$ cat config.mk
export PLATFORM = sky130hd
export DESIGN_NAME = s2c_prep
export DESIGN_NICKNAME = d
export VERILOG_FILES = /design/src/rtl/spherical_to_cartesian_ecef_top_defines.svh /design/src/rtl/s2c_pkg.sv /design/src/rtl/s2c_prep.sv
export SDC_FILE = /design/constraint.sdc
export NUM_CORES = 1
export LEC_CHECK = 0
export BUFFER_PORTS_ARGS = -buffer_cell sky130_fd_sc_hd__buf_2
export CAP_MARGIN = 30
export CORE_UTILIZATION = 30
export CTS_CLUSTER_SIZE = 8
export DETAILED_ROUTE_END_ITERATION = 16
export SETUP_SLACK_MARGIN = 0.02
export SLEW_MARGIN = 20
export SYNTH_ARGS = -nofsm -noshare
export SYNTH_HDL_FRONTEND = slang
export SYNTH_SLANG_ARGS = --single-unit
export TNS_END_PERCENT = 20
$ cat constraint.sdc
create_clock -name i_clk -period 4.9 [get_ports i_clk]
set_input_delay 0 -clock i_clk [delete_from_list [all_inputs] [get_ports i_clk]]
set_output_delay 0 -clock i_clk [all_outputs]
set_load 0.01 [all_outputs]
$ cat src/rtl/spherical_to_cartesian_ecef_top_defines.svh
// Assertion macros for the spherical-to-Cartesian converter.
// Used by the top level only; no other dependencies.
`ifndef SPHERICAL_TO_CARTESIAN_ECEF_TOP_DEFINES_SVH
`define SPHERICAL_TO_CARTESIAN_ECEF_TOP_DEFINES_SVH
`ifndef SYNTHESIS
`define S2C_ASSERT(label, prop) \
    label: assert property (@(posedge i_clk) disable iff (!i_rst_n) prop) \
        else $error("s2c assertion failed");
`define S2C_ASSERT_RST(label, prop) \
    label: assert property (@(posedge i_clk) prop) \
        else $error("s2c reset assertion failed");
`else
`define S2C_ASSERT(label, prop)
`define S2C_ASSERT_RST(label, prop)
`endif
`endif

$ cat src/rtl/s2c_pkg.sv
// Shared widths, constants and the arctangent table of the converter.
// No dependencies.
package s2c_pkg;
    localparam int ANG_W = 32;
    localparam int LEN_W = 34;
    localparam int RAD_W = 31;
    localparam int Z_W   = 34;
    localparam int CS_W  = 32;
    localparam int CORDIC_STAGES_DEF = 24;

    localparam logic signed [Z_W-1:0]   HALF_PI = 34'sd1686629713;
    localparam logic signed [Z_W-1:0]   PI_Q30  = 34'sd3373259426;
    localparam logic signed [CS_W-1:0]  GAIN    = 32'sd652032874;
    localparam logic [RAD_W-1:0]        RADIUS_RESET = 31'd1630976000;
    localparam logic signed [LEN_W-1:0] OUT_LIMIT = 34'sd4294967296;

    function automatic logic signed [Z_W-1:0] atan_q30(input int unsigned i);
        logic signed [Z_W-1:0] v;
        case (i)
            0: v = 34'sd843314857;
            1: v = 34'sd497837829;
            2: v = 34'sd263043837;
            3: v = 34'sd133525159;
            4: v = 34'sd67021687;
            5: v = 34'sd33543516;
            6: v = 34'sd16775851;
            7: v = 34'sd8388437;
            8: v = 34'sd4194283;
            9: v = 34'sd2097149;
            default: v = (i < 31) ? (Z_W'(1) <<< (30 - i)) : '0;
        endcase
        return v;
    endfunction
endpackage

$ cat src/rtl/s2c_prep.sv
// Input stage: angle widening and half-turn folding, radius sum.
// Depends on s2c_pkg.
module s2c_prep (
    input  logic                              i_clk,
    input  logic                              i_en,
    input  logic signed [s2c_pkg::ANG_W-1:0]  i_longitude,
    input  logic signed [s2c_pkg::ANG_W-1:0]  i_colatitude,
    input  logic signed [s2c_pkg::ANG_W-1:0]  i_altitude,
    input  logic [s2c_pkg::RAD_W-1:0]         i_radius,
    output logic signed [s2c_pkg::Z_W-1:0]    o_z_lon,
    output logic                              o_flip_lon,
    output logic signed [s2c_pkg::Z_W-1:0]    o_z_col,
    output logic                              o_flip_col,
    output logic signed [s2c_pkg::LEN_W-1:0]  o_r
);
    import s2c_pkg::*;

    logic signed [Z_W-1:0]   w_zl, w_zc, n_zl, n_zc, r_zl, r_zc;
    logic                    n_fl, n_fc, r_fl, r_fc;
    logic signed [LEN_W-1:0] n_r, r_r;

    assign w_zl = Z_W'(i_longitude) <<< 1;
    assign w_zc = Z_W'(i_colatitude) <<< 1;

    // fold beyond a quarter turn; sine and cosine flip sign later
    always_comb begin
        n_zl = w_zl;
        n_fl = 1'b0;
        if (w_zl > HALF_PI) begin
            n_zl = w_zl - PI_Q30;
            n_fl = 1'b1;
        end else if (w_zl < -HALF_PI) begin
            n_zl = w_zl + PI_Q30;
            n_fl = 1'b1;
        end
        n_zc = w_zc;
        n_fc = 1'b0;
        if (w_zc > HALF_PI) begin
            n_zc = w_zc - PI_Q30;
            n_fc = 1'b1;
        end else if (w_zc < -HALF_PI) begin
            n_zc = w_zc + PI_Q30;
            n_fc = 1'b1;
        end
        n_r = LEN_W'(i_altitude) + $signed({{(LEN_W-RAD_W){1'b0}}, i_radius});
    end

    always_ff @(posedge i_clk) begin
        if (i_en) begin
            r_zl <= n_zl;
            r_fl <= n_fl;
            r_zc <= n_zc;
            r_fc <= n_fc;
            r_r  <= n_r;
        end
    end

    assign o_z_lon    = r_zl;
    assign o_flip_lon = r_fl;
    assign o_z_col    = r_zc;
    assign o_flip_col = r_fc;
    assign o_r        = r_r;
endmodule

==> summary.txt <==
Outcome
  – Status: complete, no violations

Global route
  – First-pass GRT wire length: 35.74 mm
  – Congestion Overflow GR: 0
  – Met3 Use GR: 0.02750
  – Gr busiest metal: met2
  – Initial antenna violation count: 2
  – Global Route met2 Usage: 0.2665
  – Total GRT Usage: 0.1691
  – Vias in the first global route: 6,926
  – Grt met1 use: 0.2339
  – Largest net degree at the start of global routing: 54

Logic synthesis
  – Synth Instances: 832
  – Mapped Area: 7745 sq um
  – Seq/Total Area, Yosys: 0.3916
  – Yosys reg bits: 101
  – EDFF count, synth: 101
  – Syn avg cell area: 9.309 sq um
  – Syn. warnings: 0
  – Ys async rst share: 0
  – Ys flop type: edfxtp_1
  – Synth unique cells: 69

Timing
  – Final worst path period share: 0.6623
  – Fin Hold WS: 0.02175 ns
  – Setup TNS: 0 ns
  – RSZ-0062 raised after global routing: false
  – Fmax: 308.1 MHz
  – # setup viols final: 0
  – Pins over their slew limit: 0
  – Worst-Margin Slew: 0.7659 ns
  – Final Hold Violating Endpoints: 0
  – Min cycle time layout: 3.245 ns
  – Worst slew margin: 0.4894

Power
  – Leak pwr: 3.837 nW
  – Total power: 2.653 mW
  – Maximum vdd drop: 114.9 uV
  – PwrDens: 279.6 nW/um^2

Die
  – CORE AREA: 25,250 sq um
  – Die area: 26,460 sq um
  – Row cnt: 58
  – Initial core utilization: 0.3067
  – I/O pins: 233
  – Die H: 162.7 microns
  – Die Wd: 162.7 microns

Clock tree
  – CTS Buf Count: 9
  – CTS H-Tree Depth: 3
  – Max clock buf depth: 2
  – Root buffer selected by CTS: clkbuf_16
  – CTS tree: done
  – CTS resizes: 0
  – Worst-path clk slew: 0.07 ns
  – Post-CTS setup buffers: 0
  – CTS Hold Bufs: 8
  – Sink Count: 101

Cells and area
  – Ratio of cells with drive above 1 in the final layout: 0.2580
  – Post-layout util: 0.3757
  – Layout net count: 1,193
  – Layout Area Growth over Synthesis: 22.50%
  – # fillers: 2,589

Routing
  – Vias: 7,376
  – WL/cell: 16.53 microns
  – Initial DRC Count: 427
  – Final wirelength: 22.52 mm
  – Via density: 5.416
  – Drt first pass iters: 6
  – # DRC: 0
  – DRT antenna net count: 0

Placed design
  – IO buf count: 230
  – Final GP Congestion: 0.8603
  – DPL Wire Length: 17.15 mm

Run
  – Max Cap Viol: 0

Hold path
  – Worst hold path class: input pin to flop

Worst setup path
  – Worst setup SP type: input pin
  – Crit path required time: 5.12 ns
  – Critical path type: input pin to flop
  – CP Capture Type: flop
  – Crit-path max FO: 4
  – WP data arrival: 3.46 ns
cell type report:
type | instances | area [sq um] | share of cell area
multi-input cells | 653 | 4405 | 0.4643
diodes | 1 | 2.502 | 0.0002637
clock inverters | 6 | 63.81 | 0.006726
clock buffers | 10 | 229.0 | 0.02413
repair buffers | 245 | 1281 | 0.1350
flip-flops and latches | 101 | 3033 | 0.3197
well taps | 330 | 412.9 | 0.04352
inverters | 16 | 60.06 | 0.006330
power breakdown:
group	switching [mW]	internal, mW	total, mW
Sequential	0.0290	1.10	1.13
Clock	0.348	0.397	0.745
Combinational	0.460	0.318	0.778
Total	0.837	1.82	2.65
cells by family after synthesis:
kind of cell / synth area share
compound gates: 0.2381
xor+xnor: 0.09499
fa+ha+maj: 0.06236
buf+inv: 0.04071
flops: 0.3916
mux: 0.004039
other cells: 0.0004842
simple gates: 0.1677
sequential cells by signal, indices dropped and copies added (netlist names):
name	flops
o_r	33
o_z_lon	33
o_flip_col	1
o_z_col	33
o_flip_lon	1
final timing paths:
| check | start | end | slack, ns | cells past startpoint |
|---|---|---|---|---|
| worst min-delay path | i_radius[1] | o_r[1] | 0.02 | 2 |
| worst max-delay path | i_radius[0] | o_r[28] | 1.65 | 11 |
routing by layer:
metal	vias to the layer above	part of all wire
met5	-	0
met4	0	0.021
met3	32	0.058
met2	276	0.45
met1	3513	0.47
li1	3555	-
synthesized netlist by cell type, types with 4 or more instances:
library cell	number	share of area
a2111oi_0	6	0.0068
a211o_1	9	0.010
a211oi_1	7	0.0068
a21boi_0	6	0.0058
a21o_1	12	0.012
a21oi_1	64	0.041
a22oi_1	6	0.0058
a311o_1	4	0.0052
a31oi_1	19	0.015
a32oi_1	4	0.0045
and2_1	15	0.012
and3_1	13	0.011
and4_1	4	0.0045
buf_2	6	0.0039
clkbuf_1	52	0.025
edfxtp_1	101	0.39
ha_1	37	0.060
inv_1	16	0.0078
nand2_1	64	0.031
nand2b_1	11	0.0089
nand3_1	27	0.017
nand4_1	14	0.011
nor2_1	50	0.024
nor2b_1	9	0.0073
nor3_1	13	0.0084
nor4_1	7	0.0057
nor4b_1	6	0.0068
o211ai_1	13	0.013
o21a_1	6	0.0058
o21ai_0	49	0.032
o22ai_1	12	0.0097
o311ai_0	6	0.0068
o31ai_1	8	0.0078
o32ai_1	5	0.0057
or2_2	4	0.0032
or3_1	8	0.0065
xnor2_1	47	0.053
xor2_1	37	0.042
placed cells by master, fill, tap and decap left out, drive strengths merged, types with 8 or more instances in the layout:
| master | netlist | final |
|---|---|---|
| buf | 11 | 236 |
| edfxtp | 101 | 101 |
| nand2 | 64 | 64 |
| a21oi | 64 | 64 |
| nor2 | 50 | 50 |
| o21ai | 49 | 49 |
| xnor2 | 47 | 47 |
| xor2 | 37 | 37 |
| ha | 37 | 37 |
| nand3 | 27 | 27 |
| a31oi | 19 | 19 |
| inv | 16 | 16 |
| and2 | 15 | 15 |
| nand4 | 14 | 14 |
| and3 | 13 | 13 |
| o211ai | 13 | 13 |
| nor3 | 13 | 13 |
| a21o | 12 | 12 |
| o22ai | 12 | 12 |
| nand2b | 11 | 11 |
| clkbuf | 52 | 11 |
| a211o | 9 | 9 |
| nor2b | 9 | 9 |
| or3 | 8 | 8 |
| dlygate4sd3 | 0 | 8 |
| o31ai | 8 | 8 |
through the flow:
step | cells | area [sq um] | setup WS (ns)
final | 1362 | 9488 | 1.655
after global placement | 1335 | 9102 | 1.887
after global routing | 1362 | 9488 | 1.504
after floorplan | 833 | 7749 | 2.321
after detailed placement | 1335 | 9102 | 1.827
after CTS | 1359 | 9475 | 1.681
worst max-delay path, cell delays in order:
cell	delay [ns]
dlygate4sd3_1	0.54
buf_2	0.12
ha_1	0.21
fa_1	0.41
a21oi_1	0.31
o211ai_1	0.18
a311o_1	0.43
a21oi_1	0.24
o21ai_0	0.24
or4b_2	0.68
nand3_1	0.11
No activity file was read; power rests on OpenSTA's default activity.
